<file path="src/rtl/sacl_pkg.sv">
// Package for the LRU tag store: sizes, address split, command codes, queue entry type.
// No dependencies.
package sacl_pkg;
  localparam int NUM_SETS   = 1024;
  localparam int NUM_WAYS   = 8;
  localparam int LINE_BYTES = 64;
  localparam int ADDR_BITS  = 32;

  localparam int OFF_BITS  = $clog2(LINE_BYTES + 1) - 1;
  localparam int SET_BITS  = $clog2(NUM_SETS + 1) - 1;
  localparam int SETW      = (SET_BITS > 0) ? SET_BITS : 1;
  localparam int TAG_LSB   = OFF_BITS + SET_BITS;
  localparam int TAG_BITS  = ADDR_BITS - TAG_LSB;
  localparam int WAY_BITS  = $clog2(NUM_WAYS);
  localparam int RANK_BITS = $clog2(NUM_WAYS);
  localparam int NSETS_P2  = 1 << SET_BITS;
  localparam int ROW_BITS  = NUM_WAYS * (1 + TAG_BITS + RANK_BITS);

  typedef enum logic [1:0] {
    CMD_READ  = 2'd0,
    CMD_FETCH = 2'd1,
    CMD_INVAL = 2'd2,
    CMD_CLEAR = 2'd3
  } cmd_e;

  typedef struct packed {
    logic                clear;
    logic                inval;
    logic [SETW-1:0]     set;
    logic [TAG_BITS-1:0] tag;
  } req_t;
endpackage

</file>
<file path="src/rtl/sacl_front.sv">
// Front end: accepts transactions, splits address into set and tag, two-entry queue.
// Depends on sacl_pkg.
module sacl_front import sacl_pkg::*; (
  input  logic        clk_i,
  input  logic        rst_ni,
  input  logic        valid_i,
  output logic        ready_o,
  input  logic [1:0]  cmd_i,
  input  logic [31:0] address_i,
  output logic        req_valid_o,
  input  logic        req_ready_i,
  output req_t        req_o
);
  req_t       mem_q [2];
  logic       wp_q, rp_q;
  logic [1:0] cnt_q;
  logic [ADDR_BITS-1:0] a;
  req_t       r;
  logic       push, pop;

  always_comb begin
    a = ADDR_BITS'(address_i);
    r.clear = (cmd_i == CMD_CLEAR);
    r.inval = (cmd_i == CMD_INVAL);
    r.set   = (SET_BITS > 0) ? SETW'(a >> OFF_BITS) : '0;
    r.tag   = TAG_BITS'(a >> TAG_LSB);
  end

  assign ready_o     = (cnt_q != 2'd2);
  assign push        = valid_i && ready_o;
  assign req_valid_o = (cnt_q != 2'd0);
  assign pop         = req_valid_o && req_ready_i;
  assign req_o       = mem_q[rp_q];

  always_ff @(posedge clk_i) begin
    if (push) mem_q[wp_q] <= r;
  end

  always_ff @(posedge clk_i or negedge rst_ni) begin
    if (!rst_ni) begin
      wp_q <= 1'b0; rp_q <= 1'b0; cnt_q <= 2'd0;
    end else begin
      if (push) wp_q <= ~wp_q;
      if (pop)  rp_q <= ~rp_q;
      cnt_q <= cnt_q + 2'(push) - 2'(pop);
    end
  end
endmodule

</file>
<file path="config.mk">
export PLATFORM = sky130hd
export DESIGN_NAME = sacl_front
export DESIGN_NICKNAME = d
export VERILOG_FILES = /design/src/rtl/sacl_pkg.sv /design/src/rtl/sacl_front.sv
export SDC_FILE = /design/constraint.sdc
export NUM_CORES = 1
export LEC_CHECK = 0
export BUFFER_PORTS_ARGS = -buffer_cell sky130_fd_sc_hd__buf_2
export CAP_MARGIN = 15
export CORE_ASPECT_RATIO = 1.1
export CORE_MARGIN = 3
export CORE_UTILIZATION = 50
export CTS_CLUSTER_DIAMETER = 150
export CTS_CLUSTER_SIZE = 20
export DETAILED_ROUTE_END_ITERATION = 10
export PLACE_DENSITY = 0.77
export SKIP_LAST_GASP = 1
export SLEW_MARGIN = 5
export SYNTH_ARGS = -nofsm -noshare
export SYNTH_HDL_FRONTEND = slang
export SYNTH_SLANG_ARGS = --single-unit
</file>
<file path="constraint.sdc">
create_clock -name clk_i -period 2.45 [get_ports clk_i]
set_clock_uncertainty 0.05 [all_clocks]
set_input_delay 0.245 -clock clk_i [delete_from_list [all_inputs] [get_ports clk_i]]
set_output_delay 0.245 -clock clk_i [all_outputs]
set_load 0.01 [all_outputs]
</file>
==> results by group, run 1 <==
Run status
  • Status: completed

STA
  • Hold Fails Final Rpt: 0
  • Final slew viol count: 0
  • Fmax: 554.1 MHz
  • Fin crit share: 0.7367
  • Final setup TNS: 0 ps
  • RSZ-0062 raised after global routing: false
  • Final setup fails: 0
  • Worst relative slew slack: 0.5542
  • Tightest Pin Transition: 668.7 ps
  • Final Critical Period: 1805 ps

Synthesis
  • Register bit total from synthesis: 60
  • Mapped Nets: 150
  • Syn Inst Count: 111
  • Post-synth ARST share: 0.06667
  • Post-synthesis compound-gate area fraction: 0.01329
  • Prevailing post-synth register cell: edfxtp_1
  • Post-synth top area cell: edfxtp_1
  • Syn Std Cell Area: 2260 sq um
  • Multiplexer area fraction after synthesis: 0.1395
  • Unique cell type count in the Yosys netlist: 20
  • Mean Syn Cell Area: 20.36 sq um
  • Top-count cell post-synth: edfxtp_1
  • Synth area leaders: edfxtp_1 74%, mux2_2 14%, dfrtp_1 4.4%, xnor2_1 1.2%, a311oi_2 0.66%
  • Post-synth EDFFs: 56
  • Synth cell count leaders: 56 x edfxtp_1, 28 x mux2_2, 4 x dfrtp_1, 3 x nor2_1, 3 x xnor2_1
  • Adder-cell share of the synthesized area: 0.005537
  • Post-synthesis sequential area ratio: 0.7885
  • Simple-gate area share of the yosys netlist: 0.03378
  • Top cell type's share of synthesized area: 0.7442
  • Largest family of logic cells by synthesized area: multiplexers
  • Synth Area in XOR/XNOR: 0.01163
  • Ys Warns: 0

CTS
  • Clock slew at reported path FFs: 60 ps
  • Post-cts sizing count: 0
  • H-tree depth: 3
  • CTS tree: done
  • Clock Latency Late Sink: 310 ps
  • Total CTS buffers: 9
  • Clock buffer depth: 2
  • Clock Root Buffer: clkbuf_8
  • CTS Sinks: 60

Setup path
  • Worst path required time: 2420 ps
  • Setup crit end kind: register
  • Crit path max-delay cell type: dfrtp_1
  • Crit start category: register
  • Critical path fanouts, max: 11
  • Worst Path Buf+Inv: 1
  • Kind of critical path: register to register
  • Slowest cell delay on critical path: 440 ps
  • Worst Path Arrival: 1770 ps
  • Crit-path leading delay family: simple AND/OR/NAND/NOR gates
  • Crit-path cells: nand2b_1 -> nand2_1 -> nor2_2 -> buf_4

Flow run
  • Max cap viols: 0

Drt
  • Drt drc: 0
  • Routed wire length: 3881 um
  • First-pass DRT Iterations: 4
  • Met2 wire len: 2204 um
  • Routed vias/inst: 4.996
  • M1 WL: 1421 um
  • Top Metal Used: met4
  • Met3 routed WL: 208 um
  • Via count: 1,219
  • Routed WL per cell: 15.91 um
  • Antenna viol nets, final: 0
  • 1st-iter DRT viols: 67

Die
  • Core Footprint: 4317 sq um
  • Die ar.: 5363 sq um
  • Row count: 25
  • Die X: 70.10 um
  • Die Height: 76.51 um
  • IO Pins: 68
  • Initial Util: 0.5235

Power
  • Worst VDD drop: 586.9 uV
  • Leakage: 1.081 nW
  • PD cells: 1138 nW/um^2

Cells and area
  • Fillers: 331
  • Ant. Diodes: 0
  • Post-layout util: 0.6510
  • Final #Nets: 224
  • Layout area overhead: 24.36%
  • Share of cells above drive strength 1: 0.5737

Place
  • Dpl hpwl: 2752 um
  • Count of buffers from port buffering: 61
  • Gpl congestion: 0.7611

Worst hold path
  • Min-delay worst type: input port to register

Global route
  • First-pass GRT wire length: 6134 um
  • Largest net degree at the start of global routing: 29
  • Total Routing Usage GR: 0.1560
  • Vias in the first global route: 1,299
  • Initial antenna violation count: 0
  • GRT overflow: 0
==> what timing repair did <==
item / CTS / global route
hold buffers: 1 / 0
endpoints found under the hold margin: 4 / 0
setup buffers: 0 / 0
==> final timing paths <==
| path | from | endpoint | slack (ps) | depth (start not counted) |
|---|---|---|---|---|
| setup / recovery | cnt_q[0] | mem_q[0][18] | 650 | 4 |
| hold / removal | address_i[27] | mem_q[1][11] | 70 | 1 |
| setup reg to reg | cnt_q[0] | mem_q[0][18] | 650 | 4 |
| hold reg to reg | wp_q | wp_q | 470 | 1 |
| max in group asynchronous | rst_ni | rp_q | 2020 | 2 |
| min in group asynchronous | rst_ni | cnt_q[0] | 210 | 2 |
==> power by group <==
part / switching, mW / internal [mW] / leakage [nW]
Combinational: 0.529 / 0.491 / 0.434
Clock: 0.323 / 0.361 / 0.0788
Sequential: 0.0835 / 1.41 / 0.569
==> stage by stage <==
step / hold WS, ps / area (sq um) / setup slack [ps] / cells / total power [mW]
2_1_floorplan: -100.6 / 2260 / 88.09 / 111 / 2.160
3_3_place_gp: 3.338 / 2648 / 742.9 / 227 / 2.494
3_5_place_dp: 5.346 / 2648 / 628.5 / 227 / 2.556
4_1_cts: 44.60 / 2810 / 624.6 / 244 / 3.253
5_1_grt: 40.70 / 2810 / 534.3 / 244 / 3.384
6_report: 65.59 / 2810 / 645.1 / 244 / 3.197
==> placed cells by master, fill, tap and decap left out <==
cell type      synthesis  layout
a311oi_2               1       1
and2_1                 1       1
and2b_1                1       1
and3_2                 1       1
and4bb_1               1       1
buf_2                  2      61
buf_4                  1       4
clkbuf_1               0       4
clkbuf_8               0       9
clkinv_1               0       1
clkinv_2               0       2
dfrtp_1                4       4
dlygate4sd3_1          0       1
edfxtp_1              56      56
ha_1                   1       1
mux2_2                28      28
nand2_1                2       2
nand2b_1               1       1
nand3_1                1       1
nor2_1                 3       2
nor2_2                 0       1
nor2b_1                1       1
o21ai_0                1       1
o21ba_2                1       1
or2_2                  1       1
xnor2_1                3       3
==> worst reg2reg max path, cell delays in order, from the launching register on <==
cell      delay, ps
dfrtp_1         440
nand2b_1        180
nand2_1         110
nor2_2          430
buf_4           300
==> final cells by class <==
type	count	area [sq um]	share of cell area
multi-input cells	48	462.9	0.1647
clock buffers	13	138.9	0.04942
repair buffers	66	345.3	0.1229
flip-flops and latches	60	1782	0.6340
clock inverters	3	13.76	0.004898
well taps	54	67.56	0.02404
==> kinds of logic after synthesis <==
group                    Yosys count
flip-flops                        60
multiplexers                      28
AND/OR/NAND/NOR                   13
AO/OA/AOI/OAI                      3
XOR/XNOR                           3
buffers and inverters              3
adder cells (fa/ha/maj)            1
==> routing by layer <==
metal  up-vias  track usage
met4         0      0.06897
li1        585            -
met5         -            0
met3         6      0.06596
met1       596       0.1652
met2        32       0.2684
==> sequential cells by signal, indices dropped and copies added, names as in the netlist <==
register / flops
wp_q: 1
cnt_q: 2
mem_q: 56
rp_q: 1
No activity file was read; power rests on OpenSTA's default activity.
==> inputs of run 2 (changes only) <==
Settings changed: ABC_AREA set to 1.
Clock period 2.45 ns to 1.7 ns, I/O delays scaled along.
==> results by group, run 2 <==
Worst hold path
  • Min-delay worst type: input port to register

STA
  • Final setup fails: 0 (unchanged)
  • RSZ-0062 raised after global routing: false
  • Hold Fails Final Rpt: 0 (unchanged)
  • Fmax: 639.7 MHz
  • Final Critical Period: 1563 ps
  • Final setup TNS: 0 ps (unchanged)
  • Worst relative slew slack: 0.7986 (+0.2444)
  • Final slew viol count: 0 (unchanged)
  • Tightest Pin Transition: 302.1 ps (-366.6 ps)
  • Setup WS post-layout: 136.7 ps (-508.4 ps)
  • Fin Hold WS: 88.80 ps (+23.21 ps)
  • Fin crit share: 0.9196

Global route
  • Total Routing Usage GR: 0.1694 (+0.01343)
  • GRT overflow: 0 (unchanged)
  • Initial antenna violation count: 0 (unchanged)
  • Vias in the first global route: 1,602 (+23%)
  • Largest net degree at the start of global routing: 30 (+3.4%)
  • First-pass GRT wire length: 6900 um (+12%)

Place
  • Gpl congestion: 0.6906 (-9.3%)
  • Dpl hpwl: 2444 um (-11%)
  • Placed insts: 296 (+30%)
  • Count of buffers from port buffering: 61 (unchanged)
  • Worst slack, placed: 209.5 ps (-419.0 ps)

Synthesis
  • Mean Syn Cell Area: 12.57 sq um (-38%)
  • Post-synth EDFFs: 56 (unchanged)
  • Post-synth top area cell: edfxtp_1
  • Synth cell count leaders: 92 x nand2_1, 56 x edfxtp_1, 8 x inv_1, 5 x nor2_1
  • Post-synth ARST share: 0.06667 (unchanged)
  • Mapped Nets: 221 (+47%)
  • Prevailing post-synth register cell: edfxtp_1
  • Register bit total from synthesis: 60 (unchanged)
  • Post-synthesis sequential area ratio: 0.7786 (-0.009915)
  • Synth area leaders: edfxtp_1 73%, nand2_1 15%, dfrtp_1 4.4%, buf_4 1.3%, inv_1 1.3%
  • Syn Inst Count: 182 (+64%)
  • Unique cell type count in the Yosys netlist: 16 (-20%)
  • Top cell type's share of synthesized area: 0.7348 (-0.009358)
  • Ys Warns: 0 (unchanged)
  • Syn Std Cell Area: 2288 sq um (+1.3%)
  • Top-count cell post-synth: nand2_1

CTS
  • Clock Latency Late Sink: 320 ps (about the same)
  • H-tree depth: 3 (unchanged)
  • Total CTS buffers: 9 (unchanged)
  • CTS Sinks: 60 (unchanged)
  • CTS tree: done
  • Clock buffer depth: 2 (unchanged)
  • Clock slew at reported path FFs: 60 ps (about the same)
  • Clock Root Buffer: clkbuf_8

Setup path
  • Kind of critical path: register to output port
  • Crit-path leading delay family: buffers and inverters
  • Worst Path Buf+Inv: 2 (+1)
  • Cell mode on critical path: nand2_1
  • Crit path max-delay cell type: dfrtp_1
  • Slowest cell delay on critical path: 390 ps (-50 ps)
  • Worst Path Arrival: 1340 ps (-430 ps)
  • Crit start category: register
  • Critical path fanouts, max: 28 (+17)
  • Crit-path cells: buf_4 -> nand2_1 -> nand2_1 -> buf_2
  • Worst path required time: 1480 ps (-940 ps)
  • Setup crit end kind: output port

Power
  • PD cells: 1594 nW/um^2 (+40%)
  • Worst VDD drop: 1200 uV (+100%)
  • Leakage: 1.403 nW (+30%)
  • Tot Pwr: 4.999 mW (+56%)

Die
  • Die X: 70.51 um (+0.58%)
  • Initial Util: 0.5263 (+0.002853)
  • Die ar.: 5426 sq um (+1.2%)
  • Die Height: 76.96 um (+0.59%)
  • IO Pins: 68 (unchanged)
  • Core Footprint: 4348 sq um (+0.72%)
  • Row count: 25 (unchanged)

Drt
  • Drt drc: 0 (unchanged)
  • Routed vias/inst: 4.658 (-6.8%)
  • Routed WL per cell: 12.17 um (-23%)
  • 1st-iter DRT viols: 79 (+18%)
  • Via count: 1,579 (+30%)
  • Routed wire length: 4125 um (+6.3%)
  • First-pass DRT Iterations: 4 (unchanged)
  • Antenna viol nets, final: 0 (unchanged)

Cells and area
  • FF/Latch Area: 1782 sq um (unchanged)
  • Ant. Diodes: 0 (unchanged)
  • Layout area overhead: 37.01%
  • Fin cells: 339 (+39%)
  • Commonest non-fill, non-tap cells in the layout: 92 x nand2_1, 61 x buf_2, 56 x edfxtp_1, 27 x dlygate4sd3_1, 9 x clkbuf_8
  • Area occupied by multi-input gates: 436.7 sq um (-5.7%)
  • Top Registers: mem_q: 56 flops, cnt_q: 2 flops
  • Fillers: 306 (-7.6%)
  • Share of cells above drive strength 1: 0.3018 (-0.2719)
  • Max FFs per register: 56 (unchanged)
  • Most flops, register: mem_q
  • Final #Nets: 319 (+42%)
  • Commonest non-fill, non-tap cell in the layout: nand2_1

Run status
  • Status: completed

Flow run
  • Max cap viols: 0 (unchanged)
[run 2: power by group]
group	total (mW)	switching (mW)	leakage (nW)	internal, mW
combinational	1.67	1.04	0.742	0.625
clock	1.18	0.515	0.0931	0.669
sequential	2.15	0.123	0.568	2.02
total	5.00	1.68	1.40	3.32
[run 2: metrics by stage]
step	util	cell area [sq um]
floorplan	-	2301
global placement	0.6161	2679
detailed placement	0.6161	2679
CTS	0.7212	3136
global route	0.7212	3136
finish	0.7212	3136
[run 2: layout make-up]
cell class / instances / share of cell area
Sequential cell: 60 / 0.5682
Timing Repair Buffer: 93 / 0.1995
Multi-Input combinational cell: 106 / 0.1393
Clock buffer: 11 / 0.04190
Tap cell: 54 / 0.02155
Clock inverter: 5 / 0.01676
Inverter: 10 / 0.01277
[run 2: cell families (layout without fill, tap and decap cells)]
| family | after synthesis | count (layout) | synth area share |
|---|---|---|---|
| simple gates | 102 | 102 | 0.1717 |
| fa+ha+maj | 1 | 1 | 0.005467 |
| compound gates | 2 | 2 | 0.004370 |
| buf+inv | 16 | 119 | 0.03609 |
| flops | 60 | 60 | 0.7786 |
| xor+xnor | 1 | 1 | 0.003828 |
[run 2: what timing repair did]
| action | 4_1_cts | 5_1_grt |
|---|---|---|
| hold buffers | 27 | 0 |
| endpoints found under the setup margin | 1 | 0 |
| resized for setup | 1 | 0 |
| buffers inserted | 0 | 0 |
| endpoints found under the hold margin | 56 | 0 |
[run 2: worst paths after layout]
| path | startpoint | endpoint | slack [ps] | cells past startpoint |
|---|---|---|---|---|
| max | rp_q | req_o[0] | 140 | 4 |
| min | valid_i | wp_q | 90 | 3 |
| max reg2reg | cnt_q[1] | cnt_q[1] | 200 | 11 |
| min reg2reg | cnt_q[0] | cnt_q[0] | 540 | 1 |
| max in group asynchronous | rst_ni | cnt_q[0] | 1330 | 2 |
| min in group asynchronous | rst_ni | wp_q | 150 | 2 |
[run 2: metal layers]
metal	vias to the layer above	global-route usage	wire length, um	part of all wire
li1	798	-	-	-
met4	0	0.08238	93	0.023
met3	10	0.06553	301	0.073
met2	50	0.2978	2162	0.52
met5	-	0	0	0
met1	721	0.1734	1567	0.38
[run 2: worst reg2reg max path, stage by stage (launching register included)]
cell	delay [ps]
dfrtp_1	430
nand2_2	130
nand2_2	110
nand2_1	110
nand2_1	60
ha_1	190
inv_1	50
nand2_1	50
nand2_1	70
inv_1	50
nand2_1	60
nand2_1	40
==> inputs of run 3 (changes only) <==
Settings changed: PLACE_DENSITY 0.77 to not set, PLACE_DENSITY_LB_ADDON set to 0.1.
==> results by group, run 3 (synthesis gave the netlist of run 2 again) <==
Run status
  • Status: completed

Setup path
  • FF-to-FF setup slack: 210 ps (about the same)
  • Worst Path Arrival: 1300 ps (-40 ps)
  • R2R cell count: 11 (unchanged)
  • Setup crit end kind: output port
  • Slowest cell delay on critical path: 380 ps (about the same)
  • Crit-path cells: inv_2 -> buf_12 -> nand2_1 -> nand2_1 -> buf_2
  • Worst path required time: 1480 ps (about the same)
  • Kind of critical path: register to output port
  • Worst Path Buf+Inv: 3 (+1)
  • Cell mode on critical path: nand2_1
  • Crit-path leading delay family: buffers and inverters
  • Crit start category: register
  • Critical path fanouts, max: 23 (-18%)
  • Crit path max-delay cell type: dfrtp_1
  • R2r startpoint: cnt_q[1]
  • Worst r2r dst: cnt_q[1]

STA
  • Final slew viol count: 0 (unchanged)
  • Worst relative slew slack: 0.7990 (about the same)
  • Fin crit share: 0.8936 (-0.02596)
  • RSZ-0062 raised after global routing: false
  • Final setup TNS: 0 ps (unchanged)
  • Fmax: 658.3 MHz (+2.9%)
  • Tightest Pin Transition: 301.5 ps (-0.5180 ps)
  • Final setup fails: 0 (unchanged)
  • Final Critical Period: 1519 ps (-44.13 ps)
  • Setup WS post-layout: 180.9 ps (+44.13 ps)
  • Hold Fails Final Rpt: 0 (unchanged)

Die
  • IO Pins: 68 (unchanged)
  • Die ar.: 5426 sq um (unchanged)
  • Die Height: 76.96 um (unchanged)
  • Initial Util: 0.5263 (unchanged)
  • Core Footprint: 4348 sq um (unchanged)
  • Die X: 70.51 um (unchanged)
  • Row count: 25 (unchanged)

Worst hold path
  • Min-delay worst type: input port to register
  • Hold Path Sink: mem_q[1][27]
  • WHS Path Cells: 3 (unchanged)
  • Hold_sp: cmd_i[1]

Flow run
  • Max cap viols: 0 (unchanged)

Drt
  • Routed wire length: 4250 um (+3.0%)
  • 1st-iter DRT viols: 72 (-8.9%)
  • Antenna viol nets, final: 0 (unchanged)
  • Routed WL per cell: 12.54 um (+3.0%)
  • First-pass DRT Iterations: 4 (unchanged)
  • Via count: 1,538 (-2.6%)
  • Routed vias/inst: 4.537 (-2.6%)
  • Drt drc: 0 (unchanged)

CTS
  • Clock Latency Late Sink: 320 ps (about the same)
  • CTS Sinks: 60 (unchanged)
  • Clock slew at reported path FFs: 60 ps (about the same)
  • H-tree depth: 3 (unchanged)
  • Total CTS buffers: 9 (unchanged)
  • Clock Root Buffer: clkbuf_8
  • Post-cts sizing count: 0 (-1)
  • CTS tree: done
  • Clock buffer depth: 2 (unchanged)

Cells and area
  • Area occupied by multi-input gates: 436.7 sq um (unchanged)
  • Commonest non-fill, non-tap cell in the layout: nand2_1
  • FF/Latch Area: 1782 sq um (unchanged)
  • Most flops, register: mem_q
  • Final Cell Area: 3117 sq um (-0.60%)
  • Share of cells above drive strength 1: 0.2912 (-0.01053)
  • Ant. Diodes: 0 (unchanged)
  • Layout area overhead: 36.19%
  • Max FFs per register: 56 (unchanged)
  • Fillers: 303 (-0.98%)
  • Commonest non-fill, non-tap cells in the layout: 92 x nand2_1, 61 x buf_2, 56 x edfxtp_1, 27 x dlygate4sd3_1, 9 x clkbuf_8
  • Top Registers: mem_q: 56 flops, cnt_q: 2 flops
  • Final #Nets: 320 (+0.31%)

Global route
  • GRT overflow: 0 (unchanged)
  • Largest net degree at the start of global routing: 29 (-3.3%)
  • First-pass GRT wire length: 6824 um (-1.1%)
  • Vias in the first global route: 1,596 (-0.37%)
  • Total Routing Usage GR: 0.1715 (+0.002052)
  • Initial antenna violation count: 0 (unchanged)

Power
  • Worst VDD drop: 1091 uV (-9.1%)
  • PD cells: 1557 nW/um^2 (-2.4%)
  • Leakage: 1.395 nW (-0.56%)

Place
  • Gpl congestion: 0.7201 (+4.3%)
  • Count of buffers from port buffering: 61 (unchanged)
  • Dpl hpwl: 2527 um (+3.4%)
  • Placed instance area: 2699 sq um (+0.75%)
  • Worst slack, placed: 224.7 ps (+15.18 ps)
[run 3: routing by layer]
metal	vias up	global-route usage	routed length, um
met5	-	0	0
met2	40	0.3071	2278
met4	0	0.08621	51
met3	6	0.06029	230
li1	795	-	-
met1	697	0.1728	1691
[run 3: worst min-delay path: stages]
cell and delay [ps]:
buf_2 90, nand2_1 40, inv_1 60
[run 3: stage by stage]
stage	instances	utilization	hold WS, ps	power (mW)
3_5_place_dp	297	0.6207	-64.45	3.894
3_3_place_gp	297	0.6207	-67.39	3.861
4_1_cts	339	0.7168	74.55	4.919
2_1_floorplan	182	-	-175.6	3.208
5_1_grt	339	0.7168	90.49	5.194
6_report	339	0.7168	91.36	4.852
[run 3: final cells by class]
| type | instances | share of cell area |
|---|---|---|
| clock buffers | 10 | 0.04095 |
| well taps | 54 | 0.02168 |
| repair buffers | 94 | 0.2071 |
| flip-flops and latches | 60 | 0.5717 |
| clock inverters | 5 | 0.006423 |
| multi-input cells | 106 | 0.1401 |
| inverters | 10 | 0.01204 |
[run 3: worst max-delay path by stage]
stage	startpoint	end	slack, ps	cells after the start
2_1_floorplan	cnt_q[1]	mem_q[1][0]	160	3
3_3_place_gp	cnt_q[1]	cnt_q[1]	240	11
3_5_place_dp	cnt_q[1]	cnt_q[1]	220	11
4_1_cts	rp_q	req_o[6]	140	5
5_1_grt	rp_q	req_o[6]	40	5
6_report	rp_q	req_o[6]	180	5
[run 3: power by group]
group / switching, mW / internal [mW]
clock network: 0.476 / 0.497
logic: 1.08 / 0.670
registers: 0.111 / 2.02
[run 3: what timing repair did]
item | in CTS | in global routing
buffers inserted | 0 | 0
hold buffers | 27 | 0
hold endpoints to repair | 56 | 0
